==> src/rtl/tqoe_pkg.sv <==
package tqoe_pkg;

    localparam int MAX_RESULTS = 16;
    localparam int RES_W       = 4;
    localparam int CNT_W       = 5;

    localparam logic [1:0] MODE_ADD    = 2'd0;
    localparam logic [1:0] MODE_CANCEL = 2'd1;
    localparam logic [1:0] MODE_TICK   = 2'd2;

    localparam logic [2:0] KIND_ADDED     = 3'd0;
    localparam logic [2:0] KIND_FULL      = 3'd1;
    localparam logic [2:0] KIND_CANCELLED = 3'd2;
    localparam logic [2:0] KIND_UNKNOWN   = 3'd3;
    localparam logic [2:0] KIND_FIRED     = 3'd4;
    localparam logic [2:0] KIND_NONE      = 3'd5;

    typedef struct packed {
        logic [31:0] id;
        logic [31:0] due;
        logic [23:0] period;
        logic [31:0] fires;
    } t_entry;

    typedef struct packed {
        logic [2:0]  kind;
        logic [31:0] id;
        logic [31:0] fires;
    } t_result;

    typedef struct packed {
        logic is_due;
        logic is_earlier;
    } t_cmp_flags;

endpackage

==> src/rtl/tqoe_order_cmp.sv <==
module tqoe_order_cmp
    import tqoe_pkg::*;
(
    input  logic [31:0] i_now,
    input  logic [31:0] i_cand_due,
    input  logic [31:0] i_cand_id,
    input  logic [31:0] i_ref_due,
    input  logic [31:0] i_ref_id,
    output t_cmp_flags  o_flags
);

    logic [31:0] d_now;
    logic [31:0] d_ref;

    // Due times are ordered by the sign of their 32-bit difference.
    assign d_now = i_cand_due - i_now;
    assign d_ref = i_cand_due - i_ref_due;

    assign o_flags.is_due     = (d_now == 32'd0) || d_now[31];
    assign o_flags.is_earlier = (d_ref != 32'd0) ? d_ref[31] : (i_cand_id < i_ref_id);

endmodule

==> src/rtl/tqoe_entry_mem.sv <==
module tqoe_entry_mem
    import tqoe_pkg::*;
#(
    parameter int DEPTH  = 16,
    parameter int ADDR_W = 4
) (
    input  logic              i_clk,
    input  logic              i_we,
    input  logic [ADDR_W-1:0] i_waddr,
    input  t_entry            i_wdata,
    input  logic              i_re,
    input  logic [ADDR_W-1:0] i_raddr,
    output t_entry            o_rdata
);

    t_entry r_mem [DEPTH];
    t_entry r_rdata;

    always_ff @(posedge i_clk) begin
        if (i_we) begin
            r_mem[i_waddr] <= i_wdata;
        end
        if (i_re) begin
            r_rdata <= r_mem[i_raddr];
        end
    end

    assign o_rdata = r_rdata;

endmodule

==> src/rtl/tqoe_result_buf.sv <==
module tqoe_result_buf
    import tqoe_pkg::*;
(
    input  logic             i_clk,
    input  logic             i_we,
    input  logic [RES_W-1:0] i_waddr,
    input  t_result          i_wdata,
    input  logic             i_re,
    input  logic [RES_W-1:0] i_raddr,
    output t_result          o_rdata
);

    t_result r_mem [MAX_RESULTS];
    t_result r_rdata;

    always_ff @(posedge i_clk) begin
        if (i_we) begin
            r_mem[i_waddr] <= i_wdata;
        end
        if (i_re) begin
            r_rdata <= r_mem[i_raddr];
        end
    end

    assign o_rdata = r_rdata;

endmodule

==> src/rtl/timer_queue_ordered_expiry_unit.sv <==
// Channel   Direction  Handshake                  Payload
// input     in         i_in_valid / o_in_ready    i_mode, i_delay, i_interval, i_target_id
// result    out        o_out_valid / i_out_ready  o_result_kind, o_timer_id, o_fire_count,
//                                                 o_any_active, o_last
//
// One transaction is taken at a time; o_in_ready is high only while the unit is idle.
// An add or a cancel walks the timer table one slot per cycle.
// A tick runs one table scan through the order comparator per firing, plus an update of the
// fired entry, and one final scan that finds nothing.
// Each result is read from the result buffer in S_ORD, then offered in S_OSHOW until i_out_ready.
// Reset is synchronous and active low; the table needs no clearing pass after it.
module timer_queue_ordered_expiry_unit
    import tqoe_pkg::*;
#(
    parameter int TIMER_SLOTS = 16
) (
    input  logic        i_clk,
    input  logic        i_rst_n,
    input  logic        i_in_valid,
    output logic        o_in_ready,
    input  logic [1:0]  i_mode,
    input  logic [23:0] i_delay,
    input  logic [23:0] i_interval,
    input  logic [31:0] i_target_id,
    output logic        o_out_valid,
    input  logic        i_out_ready,
    output logic [2:0]  o_result_kind,
    output logic [31:0] o_timer_id,
    output logic [31:0] o_fire_count,
    output logic        o_any_active,
    output logic        o_last
);

    localparam int SLOT_W = (TIMER_SLOTS > 1) ? $clog2(TIMER_SLOTS) : 1;
    localparam logic [SLOT_W-1:0] LAST_SLOT = SLOT_W'(TIMER_SLOTS - 1);

    localparam logic [2:0] S_IDLE  = 3'd0;
    localparam logic [2:0] S_ADD   = 3'd1;
    localparam logic [2:0] S_CAN   = 3'd2;
    localparam logic [2:0] S_TSCAN = 3'd3;
    localparam logic [2:0] S_TFIRE = 3'd4;
    localparam logic [2:0] S_ORD   = 3'd5;
    localparam logic [2:0] S_OSHOW = 3'd6;

    logic [2:0]             r_state, n_state;
    logic [31:0]            r_time, n_time;
    logic [31:0]            r_next_id, n_next_id;
    logic [TIMER_SLOTS-1:0] r_active, n_active;
    logic [TIMER_SLOTS-1:0] r_fired, n_fired;
    logic [SLOT_W-1:0]      r_idx, n_idx;
    logic                   r_issued_all, n_issued_all;
    logic                   r_rd_vld, n_rd_vld;
    logic [SLOT_W-1:0]      r_rd_slot, n_rd_slot;
    logic                   r_best_found, n_best_found;
    logic [SLOT_W-1:0]      r_best_slot, n_best_slot;
    t_entry                 r_best, n_best;
    logic [CNT_W-1:0]       r_nres, n_nres;
    logic [RES_W-1:0]       r_outi, n_outi;
    logic [23:0]            r_delay;
    logic [23:0]            r_interval;
    logic [31:0]            r_target;

    logic              ent_we;
    logic [SLOT_W-1:0] ent_waddr;
    t_entry            ent_wdata;
    logic              ent_re;
    t_entry            ent_rdata;
    logic              res_we;
    logic [RES_W-1:0]  res_waddr;
    t_result           res_wdata;
    logic              res_re;
    t_result           res_rdata;
    t_cmp_flags        cmp;
    logic              cand_ok;
    logic              in_fire;
    t_entry            upd;

    tqoe_entry_mem #(
        .DEPTH  (TIMER_SLOTS),
        .ADDR_W (SLOT_W)
    ) u_entry_mem (
        .i_clk   (i_clk),
        .i_we    (ent_we),
        .i_waddr (ent_waddr),
        .i_wdata (ent_wdata),
        .i_re    (ent_re),
        .i_raddr (r_idx),
        .o_rdata (ent_rdata)
    );

    tqoe_result_buf u_result_buf (
        .i_clk   (i_clk),
        .i_we    (res_we),
        .i_waddr (res_waddr),
        .i_wdata (res_wdata),
        .i_re    (res_re),
        .i_raddr (r_outi),
        .o_rdata (res_rdata)
    );

    tqoe_order_cmp u_order_cmp (
        .i_now      (r_time),
        .i_cand_due (ent_rdata.due),
        .i_cand_id  (ent_rdata.id),
        .i_ref_due  (r_best.due),
        .i_ref_id   (r_best.id),
        .o_flags    (cmp)
    );

    assign in_fire = i_in_valid && o_in_ready;
    assign cand_ok = r_active[r_rd_slot] && !r_fired[r_rd_slot] && cmp.is_due;

    always_comb begin
        n_state      = r_state;
        n_time       = r_time;
        n_next_id    = r_next_id;
        n_active     = r_active;
        n_fired      = r_fired;
        n_idx        = r_idx;
        n_issued_all = r_issued_all;
        n_rd_slot    = r_idx;
        n_best_found = r_best_found;
        n_best_slot  = r_best_slot;
        n_best       = r_best;
        n_nres       = r_nres;
        n_outi       = r_outi;
        ent_we       = 1'b0;
        ent_waddr    = r_idx;
        ent_wdata    = r_best;
        ent_re       = 1'b0;
        res_we       = 1'b0;
        res_waddr    = r_nres[RES_W-1:0];
        res_wdata    = '0;
        res_re       = 1'b0;
        upd          = r_best;

        unique case (r_state)
            S_IDLE: begin
                if (i_in_valid) begin
                    n_idx        = '0;
                    n_issued_all = 1'b0;
                    n_best_found = 1'b0;
                    n_nres       = '0;
                    n_outi       = '0;
                    unique case (i_mode)
                        MODE_ADD: begin
                            n_state = S_ADD;
                        end
                        MODE_CANCEL: begin
                            n_state = S_CAN;
                        end
                        MODE_TICK: begin
                            n_time  = r_time + 32'd1;
                            n_fired = '0;
                            n_state = S_TSCAN;
                        end
                        default: begin
                            res_we         = 1'b1;
                            res_waddr      = '0;
                            res_wdata.kind = KIND_NONE;
                            n_nres         = CNT_W'(1);
                            n_state        = S_ORD;
                        end
                    endcase
                end
            end
            S_ADD: begin
                if (!r_active[r_idx]) begin
                    ent_we           = 1'b1;
                    ent_wdata.id     = r_next_id;
                    ent_wdata.due    = r_time + {8'd0, r_delay};
                    ent_wdata.period = r_interval;
                    ent_wdata.fires  = 32'd0;
                    n_active[r_idx]  = 1'b1;
                    n_next_id        = (r_next_id == 32'hFFFF_FFFF) ? 32'd1
                                                                    : r_next_id + 32'd1;
                    res_we           = 1'b1;
                    res_wdata.kind   = KIND_ADDED;
                    res_wdata.id     = r_next_id;
                    n_nres           = r_nres + CNT_W'(1);
                    n_state          = S_ORD;
                end else if (r_idx == LAST_SLOT) begin
                    res_we         = 1'b1;
                    res_wdata.kind = KIND_FULL;
                    n_nres         = r_nres + CNT_W'(1);
                    n_state        = S_ORD;
                end else begin
                    n_idx = r_idx + SLOT_W'(1);
                end
            end
            S_CAN: begin
                ent_re = !r_issued_all;
                if (!r_issued_all) begin
                    if (r_idx == LAST_SLOT) begin
                        n_issued_all = 1'b1;
                    end else begin
                        n_idx = r_idx + SLOT_W'(1);
                    end
                end
                if (r_rd_vld) begin
                    if (r_active[r_rd_slot] && (ent_rdata.id == r_target)) begin
                        n_active[r_rd_slot] = 1'b0;
                        res_we              = 1'b1;
                        res_wdata.kind      = KIND_CANCELLED;
                        res_wdata.id        = r_target;
                        n_nres              = r_nres + CNT_W'(1);
                        n_state             = S_ORD;
                    end else if (r_rd_slot == LAST_SLOT) begin
                        res_we         = 1'b1;
                        res_wdata.kind = KIND_UNKNOWN;
                        n_nres         = r_nres + CNT_W'(1);
                        n_state        = S_ORD;
                    end
                end
            end
            S_TSCAN: begin
                ent_re = !r_issued_all;
                if (!r_issued_all) begin
                    if (r_idx == LAST_SLOT) begin
                        n_issued_all = 1'b1;
                    end else begin
                        n_idx = r_idx + SLOT_W'(1);
                    end
                end
                if (r_rd_vld) begin
                    if (cand_ok && (!r_best_found || cmp.is_earlier)) begin
                        n_best_found = 1'b1;
                        n_best_slot  = r_rd_slot;
                        n_best       = ent_rdata;
                    end
                    if (r_rd_slot == LAST_SLOT) begin
                        if ((r_best_found || cand_ok) && (r_nres < CNT_W'(MAX_RESULTS))) begin
                            n_state = S_TFIRE;
                        end else begin
                            if (r_nres == '0) begin
                                res_we         = 1'b1;
                                res_wdata.kind = KIND_NONE;
                                n_nres         = CNT_W'(1);
                            end
                            n_state = S_ORD;
                        end
                    end
                end
            end
            S_TFIRE: begin
                upd.fires = r_best.fires + 32'd1;
                if (r_best.period != 24'd0) begin
                    upd.due = r_best.due + {8'd0, r_best.period};
                end else begin
                    n_active[r_best_slot] = 1'b0;
                end
                ent_we               = 1'b1;
                ent_waddr            = r_best_slot;
                ent_wdata            = upd;
                n_fired[r_best_slot] = 1'b1;
                res_we               = 1'b1;
                res_wdata.kind       = KIND_FIRED;
                res_wdata.id         = r_best.id;
                res_wdata.fires      = upd.fires;
                n_nres               = r_nres + CNT_W'(1);
                n_idx                = '0;
                n_issued_all         = 1'b0;
                n_best_found         = 1'b0;
                n_state              = S_TSCAN;
            end
            S_ORD: begin
                res_re  = 1'b1;
                n_state = S_OSHOW;
            end
            S_OSHOW: begin
                if (i_out_ready) begin
                    if (o_last) begin
                        n_state = S_IDLE;
                    end else begin
                        n_outi  = r_outi + RES_W'(1);
                        n_state = S_ORD;
                    end
                end
            end
            default: begin
                n_state = S_IDLE;
            end
        endcase

        n_rd_vld = ent_re;
    end

    always_ff @(posedge i_clk) begin
        if (!i_rst_n) begin
            r_state      <= S_IDLE;
            r_time       <= 32'd0;
            r_next_id    <= 32'd1;
            r_active     <= '0;
            r_fired      <= '0;
            r_idx        <= '0;
            r_issued_all <= 1'b0;
            r_rd_vld     <= 1'b0;
            r_rd_slot    <= '0;
            r_best_found <= 1'b0;
            r_best_slot  <= '0;
            r_nres       <= '0;
            r_outi       <= '0;
        end else begin
            r_state      <= n_state;
            r_time       <= n_time;
            r_next_id    <= n_next_id;
            r_active     <= n_active;
            r_fired      <= n_fired;
            r_idx        <= n_idx;
            r_issued_all <= n_issued_all;
            r_rd_vld     <= n_rd_vld;
            r_rd_slot    <= n_rd_slot;
            r_best_found <= n_best_found;
            r_best_slot  <= n_best_slot;
            r_nres       <= n_nres;
            r_outi       <= n_outi;
        end
    end

    always_ff @(posedge i_clk) begin
        r_best <= n_best;
        if (in_fire) begin
            r_delay    <= i_delay;
            r_interval <= i_interval;
            r_target   <= i_target_id;
        end
    end

    assign o_in_ready    = (r_state == S_IDLE);
    assign o_out_valid   = (r_state == S_OSHOW);
    assign o_result_kind = res_rdata.kind;
    assign o_timer_id    = res_rdata.id;
    assign o_fire_count  = res_rdata.fires;
    assign o_any_active  = |r_active;
    assign o_last        = ({1'b0, r_outi} == (r_nres - CNT_W'(1)));

`ifndef SYNTHESIS
    a_nres_bound: assert property (@(posedge i_clk) disable iff (!i_rst_n)
        r_nres <= CNT_W'(MAX_RESULTS))
        else $error("result count exceeds the buffer depth");

    a_ready_out_excl: assert property (@(posedge i_clk) disable iff (!i_rst_n)
        !(o_in_ready && o_out_valid))
        else $error("input ready while a result is offered");

    a_busy_after_take: assert property (@(posedge i_clk) disable iff (!i_rst_n)
        (i_in_valid && o_in_ready) |=> !o_in_ready)
        else $error("ready held after an input transaction");

    a_last_ends: assert property (@(posedge i_clk) disable iff (!i_rst_n)
        (o_out_valid && i_out_ready && o_last) |=> (!o_out_valid && o_in_ready))
        else $error("results continue after the last one");
`endif

endmodule

==> config.mk <==
export PLATFORM = sky130hd
export DESIGN_NAME = timer_queue_ordered_expiry_unit
export DESIGN_NICKNAME = d
export VERILOG_FILES = /design/src/rtl/tqoe_pkg.sv /design/src/rtl/tqoe_order_cmp.sv /design/src/rtl/tqoe_entry_mem.sv /design/src/rtl/tqoe_result_buf.sv /design/src/rtl/timer_queue_ordered_expiry_unit.sv
export SDC_FILE = /design/constraint.sdc
export NUM_CORES = 2
export LEC_CHECK = 0
export BUFFER_PORTS_ARGS = -buffer_cell sky130_fd_sc_hd__buf_2
export CORE_UTILIZATION = 25
export CTS_CLUSTER_SIZE = 12
export DETAILED_ROUTE_END_ITERATION = 12
export MAX_ROUTING_LAYER = met4
export SYNTH_ARGS = -nofsm -noshare
export SYNTH_HDL_FRONTEND = slang
export SYNTH_SLANG_ARGS = --single-unit
==> constraint.sdc <==
create_clock -name i_clk -period 11.05 [get_ports i_clk]
set_input_delay 1.105 -clock i_clk [delete_from_list [all_inputs] [get_ports i_clk]]
set_output_delay 1.105 -clock i_clk [all_outputs]
set_load 0.005 [all_outputs]
==> flow_summary.html <==
<table>
<tr><th>Metric</th><th>Value</th></tr>
<tr><th colspan="2">GRT</th></tr>
<tr><td>GRT Total Usage</td><td>12.9%</td></tr>
<tr><td>Largest net degree at the start of global routing</td><td>roughly 140</td></tr>
<tr><td>Antenna violations before repair</td><td>20</td></tr>
<tr><td>Via count of the first global-routing pass</td><td>approximately 72,000</td></tr>
<tr><td>Remaining global-route overflow</td><td>0</td></tr>
<tr><td>Wire length of the first global-routing pass</td><td>523,000 µm</td></tr>
<tr><th colspan="2">Floorplanning</th></tr>
<tr><td>Standard cell core area</td><td>approximately 0.56 mm²</td></tr>
<tr><td>Row cnt</td><td>274</td></tr>
<tr><td>Height of the die</td><td>751 µm</td></tr>
<tr><td>Chip Width</td><td>751 µm</td></tr>
<tr><td>Starting utilization of the core area</td><td>25.1%</td></tr>
<tr><td>Number of I/O pins</td><td>157</td></tr>
<tr><td>Die outline area</td><td>0.564 mm²</td></tr>
<tr><th colspan="2">Timing</th></tr>
<tr><td>Final hold slack</td><td>between 0.3 and 0.4 ns</td></tr>
<tr><td>Min Tclk post-route</td><td>7.44 ns</td></tr>
<tr><td>Setup TNS after final layout</td><td>0 ns</td></tr>
<tr><td>Transition time of the tightest slew-check pin</td><td>1.55 ns</td></tr>
<tr><td>Number of hold violations in the final report</td><td>0</td></tr>
<tr><td>Fin Clk Skew</td><td>0.116 ns</td></tr>
<tr><td>Share of the cycle needed by the critical path after routing</td><td>67.3%</td></tr>
<tr><td>Worst relative slew slack</td><td>-3.02%</td></tr>
<tr><td>RSZ-0062 raised after global routing</td><td>no</td></tr>
<tr><td>Slew Limit Fails</td><td>1</td></tr>
<tr><td>Number of setup violations in the final report</td><td>0</td></tr>
<tr><td>Max Clk Rate</td><td>approximately 0.13 GHz</td></tr>
<tr><th colspan="2">Cells and area</th></tr>
<tr><td>Fraction of layout cells with a size suffix above 1</td><td>about a quarter</td></tr>
<tr><td>Post-route non-filler standard cell count</td><td>15,000</td></tr>
<tr><td>Nets</td><td>around 7,600</td></tr>
<tr><td>Area grow syn2layout</td><td>14.8%</td></tr>
<tr><td>Post-route cell area</td><td>0.161 mm²</td></tr>
<tr><th colspan="2">Worst setup path</th></tr>
<tr><td>Slowest stage cell, crit path</td><td>sky130_fd_sc_hd__o21ai_0</td></tr>
<tr><td>Critical path buffers and inverters</td><td>3</td></tr>
<tr><td>Critical path fanouts, max</td><td>30</td></tr>
<tr><td>CP peak stage delay</td><td>~0.98 ns</td></tr>
<tr><td>Kind of start point of the critical path</td><td>flip-flop</td></tr>
<tr><td>Signal arrival time at the worst endpoint</td><td>7.98 ns</td></tr>
<tr><td>Worst-path cell chain</td><td>inv_1 &gt; ha_1 &gt; nor2b_1 &gt; o31ai_1 &gt; a211oi_1 &gt; nor3_1 &gt; o31ai_1 &gt; a21oi_1 &gt; mux2i_1 &gt; nand4_1 &gt; o21ai_0 &gt; nand3_1 &gt; nor2_4 &gt; buf_4 &gt; buf_4</td></tr>
<tr><td>Worst setup path class</td><td>flip-flop to flip-flop</td></tr>
<tr><td>Worst reg2reg setup slack</td><td>between 3 and 4 ns</td></tr>
<tr><td>Required time at the endpoint of the critical path</td><td>about 12 ns</td></tr>
<tr><td>Gate family responsible for the most delay along the worst path</td><td>compound AO/OA/AOI/OAI gates</td></tr>
<tr><td>Critical path endpoint category</td><td>flip-flop</td></tr>
<tr><th colspan="2">Routing</th></tr>
<tr><td>Total Wirelength</td><td>~370,000 µm</td></tr>
<tr><td>Met2 wire length</td><td>approximately 170,000 µm</td></tr>
<tr><td>Iteration-0 DRC Markers</td><td>around 8,600</td></tr>
<tr><td>Initial DRT Pass Iterations</td><td>8</td></tr>
<tr><td>Total number of vias</td><td>71,300</td></tr>
<tr><td>Average wire per standard cell</td><td>~24 µm</td></tr>
<tr><td>Routed via count divided by cell count</td><td>4.76</td></tr>
<tr><td>Wire length on met3</td><td>27,600 µm</td></tr>
<tr><td>Wl on met1</td><td>about 160,000 µm</td></tr>
<tr><td>Number of remaining DRC errors</td><td>0</td></tr>
<tr><td>DRT antenna net count</td><td>0</td></tr>
<tr><td>Uppermost signal routing layer after detailed routing</td><td>met4</td></tr>
<tr><th colspan="2">Placed design</th></tr>
<tr><td>Post-placement cell count</td><td>14,400</td></tr>
<tr><td>Gpl congestion</td><td>0.885</td></tr>
<tr><td>Area of placed instances</td><td>0.151 mm²</td></tr>
<tr><td>Final HPWL DP</td><td>208,000 µm</td></tr>
<tr><td>Number of buffers added on ports</td><td>156</td></tr>
<tr><th colspan="2">Clock tree</th></tr>
<tr><td>Clock tree sinks</td><td>3,502</td></tr>
<tr><td>Quantity of gates resized following cts</td><td>0</td></tr>
<tr><td>Post-CTS setup buffer count</td><td>0</td></tr>
<tr><td>Clock tree from TritonCTS</td><td>done</td></tr>
<tr><td>Maximum level of the CTS H-tree</td><td>5</td></tr>
<tr><td>Clock insertion delay at the later pin of the skew report</td><td>between 0.9 and 1 ns</td></tr>
<tr><td>Clock buffer count from CTS</td><td>348</td></tr>
<tr><td>CTS clock-pin slew for the worst setup and hold paths</td><td>about 0.06 ns</td></tr>
<tr><td>Cts hold-fix bufs</td><td>0</td></tr>
<tr><td>Buffer levels on the longest clock path</td><td>4</td></tr>
<tr><td>Root cell of the clock tree</td><td>sky130_fd_sc_hd__clkbuf_16</td></tr>
<tr><th colspan="2">Logic synthesis</th></tr>
<tr><td>Share of the synthesized area in the top cell type</td><td>72.3%</td></tr>
<tr><td>Number of cells produced by synthesis</td><td>6,971</td></tr>
<tr><td>Portion of the post-synthesis area used by sequential elements</td><td>between 70% and 80%</td></tr>
<tr><td>Mapped Area</td><td>0.140 mm²</td></tr>
<tr><td>Cell taking the most area after synthesis</td><td>sky130_fd_sc_hd__edfxtp_1</td></tr>
<tr><td>Primary flip-flop cell chosen by synthesis mapping</td><td>sky130_fd_sc_hd__edfxtp_1</td></tr>
<tr><td>Avg Cell Area, Syn</td><td>20.1 µm²</td></tr>
<tr><td>Yosys cell types</td><td>88</td></tr>
<tr><td>Top cells by area, synth</td><td>sky130_fd_sc_hd__edfxtp_1 (72%), sky130_fd_sc_hd__mux4_2 (15%), sky130_fd_sc_hd__dfxtp_1 (1.8%)</td></tr>
<tr><td>Register bit count reported by yosys</td><td>3,502</td></tr>
<tr><td>Post-Syn Nets</td><td>7,215</td></tr>
<tr><td>Count of flip-flops with a built-in enable after synthesis</td><td>3,379</td></tr>
<tr><td>Post-synthesis async set-or-reset flop share</td><td>0%</td></tr>
<tr><td>Warning count from the yosys run</td><td>0</td></tr>
<tr><th colspan="2">Power and ir drop</th></tr>
<tr><td>Power Density</td><td>approximately 210 mW/mm²</td></tr>
<tr><td>Power consumption</td><td>0.0345 W</td></tr>
<tr><td>IR Drop Worst-Case VDD</td><td>185 µV</td></tr>
<tr><td>Pleak</td><td>49.0 nW</td></tr>
<tr><th colspan="2">Run status</th></tr>
<tr><td>Outcome</td><td>finished with violations</td></tr>
<tr><td>Failing checks</td><td>max-slew violations</td></tr>
<tr><th colspan="2">Worst hold path</th></tr>
<tr><td>Path class of the lowest-slack min-delay path</td><td>flip-flop to flip-flop</td></tr>
<tr><th colspan="2">Job</th></tr>
<tr><td>Max cap viols</td><td>0</td></tr>
</table>
==> path summary, 6_finish.rpt <==
kind	start	to	depth (start not counted)
setup / recovery	r_time[1]$_SDFFE_PN0P_	u_result_buf.r_mem[12][26]$_DFFE_PP_	15
hold / removal	u_entry_mem.o_rdata[41]$_DFFE_PP_	r_best[41]$_DFFE_PP_	0
setup reg to reg	r_time[1]$_SDFFE_PN0P_	u_result_buf.r_mem[12][26]$_DFFE_PP_	15
hold reg to reg	u_entry_mem.o_rdata[41]$_DFFE_PP_	r_best[41]$_DFFE_PP_	0
==> final cells by class <==
cell class	instances	area, µm²
diodes	6	15.0
clock buffers	468	9300
clock inverters	57	524
fillers	54200	397000
inverters	173	652
multi-input cells	2970	34800
flip-flops and latches	3502	104000
well taps	7452	9320
repair buffers	346	2470
==> layout by cell type (no fill, tap or decap), types with 109 or more instances in the layout <==
| cell type | Yosys | final |
|---|---|---|
| sky130_fd_sc_hd__edfxtp_1 | 3379 | 3379 |
| sky130_fd_sc_hd__clkbuf_16 | 0 | 351 |
| sky130_fd_sc_hd__clkbuf_1 | 243 | 109 |
| sky130_fd_sc_hd__buf_2 | 9 | 156 |
| sky130_fd_sc_hd__buf_4 | 0 | 167 |
| sky130_fd_sc_hd__o21ai_0 | 151 | 142 |
| sky130_fd_sc_hd__inv_1 | 173 | 172 |
| sky130_fd_sc_hd__nor2_1 | 239 | 204 |
| sky130_fd_sc_hd__ha_1 | 155 | 155 |
| sky130_fd_sc_hd__dfxtp_1 | 123 | 115 |
| sky130_fd_sc_hd__a21oi_1 | 170 | 169 |
| sky130_fd_sc_hd__nand2_1 | 297 | 296 |
| sky130_fd_sc_hd__xnor2_1 | 123 | 123 |
| sky130_fd_sc_hd__mux4_2 | 943 | 943 |
==> power breakdown <==
| part | total (W) | switching (W) | internal, W |
|---|---|---|---|
| combinational | 0.00645 | 0.00419 | 0.00226 |
| clock | 0.0108 | 0.00483 | 0.00594 |
| sequential | 0.0173 | 0.000423 | 0.0169 |
| total | 0.0345 | 0.00944 | 0.0251 |
==> per-layer routing <==
metal	up-vias	GRT usage, %
li1	29500	-
met1	38500	17.9
met2	2839	20.0
met3	467	2.31
met4	0	2.49
met5	-	-
==> synthesized netlist by cell type, types with 33 or more instances <==
library cell               number
sky130_fd_sc_hd__edfxtp_1    3379
sky130_fd_sc_hd__a222oi_1      34
sky130_fd_sc_hd__nor3_1        61
sky130_fd_sc_hd__nand3_1       71
sky130_fd_sc_hd__xor2_1        66
sky130_fd_sc_hd__a31oi_1       34
sky130_fd_sc_hd__nor2b_1       34
sky130_fd_sc_hd__mux4_2       943
sky130_fd_sc_hd__xnor2_1      123
sky130_fd_sc_hd__nand2_1      297
sky130_fd_sc_hd__buf_1         71
sky130_fd_sc_hd__and2_1        44
sky130_fd_sc_hd__a21oi_1      170
sky130_fd_sc_hd__a21o_1        74
sky130_fd_sc_hd__and3_1        33
sky130_fd_sc_hd__clkbuf_1     243
sky130_fd_sc_hd__dfxtp_1      123
sky130_fd_sc_hd__nand4_1       54
sky130_fd_sc_hd__nor2_1       239
sky130_fd_sc_hd__or3_1         34
sky130_fd_sc_hd__inv_1        173
sky130_fd_sc_hd__o21ai_0      151
sky130_fd_sc_hd__ha_1         155
==> flip-flops by register name, indices dropped and copies added (netlist names), 5 cells and up <==
register              cells
r_active                 16
r_best                  120
r_delay                  24
r_fired                  16
r_interval               24
r_next_id                32
r_nres                    5
r_target                 32
r_time                   32
u_entry_mem.o_rdata     120
u_entry_mem.r_mem      1920
u_result_buf.o_rdata     67
u_result_buf.r_mem     1072
==> worst register-to-register path, delay by kind of cell, from the launching register on <==
| kind | cells | cell delay [ns] |
|---|---|---|
| buf+inv | 3 | 1.16 |
| compound gates | 5 | 2.53 |
| mux | 1 | 0.61 |
| fa+ha+maj | 1 | 0.30 |
| simple gates | 5 | 1.92 |
| flops | 1 | 0.56 |
==> cells by family (layout without fill, tap and decap cells) <==
kind of cell / count (synthesis) / in the layout / synth area share, %
and+or+nand+nor: 979 / 979 / 3.37
xor gates and xnor gates: 189 / 189 / 1.18
other: 0 / 6 / 0
buffers and inverters: 499 / 1044 / 1.36
DFF: 3502 / 3502 / 74.1
muxes: 964 / 964 / 15.4
adders and majority gates: 158 / 158 / 1.43
AOI/OAI and AO/OA: 680 / 680 / 3.22
==> stage by stage <==
stage	utilization (%)	worst slack, ns
2_1_floorplan	-	3.04
3_3_place_gp	27.1	3.77
3_5_place_dp	27.1	3.77
4_1_cts	28.9	3.77
5_1_grt	28.9	3.32
6_report	28.9	3.61
(Power assumes the default switching activity.)
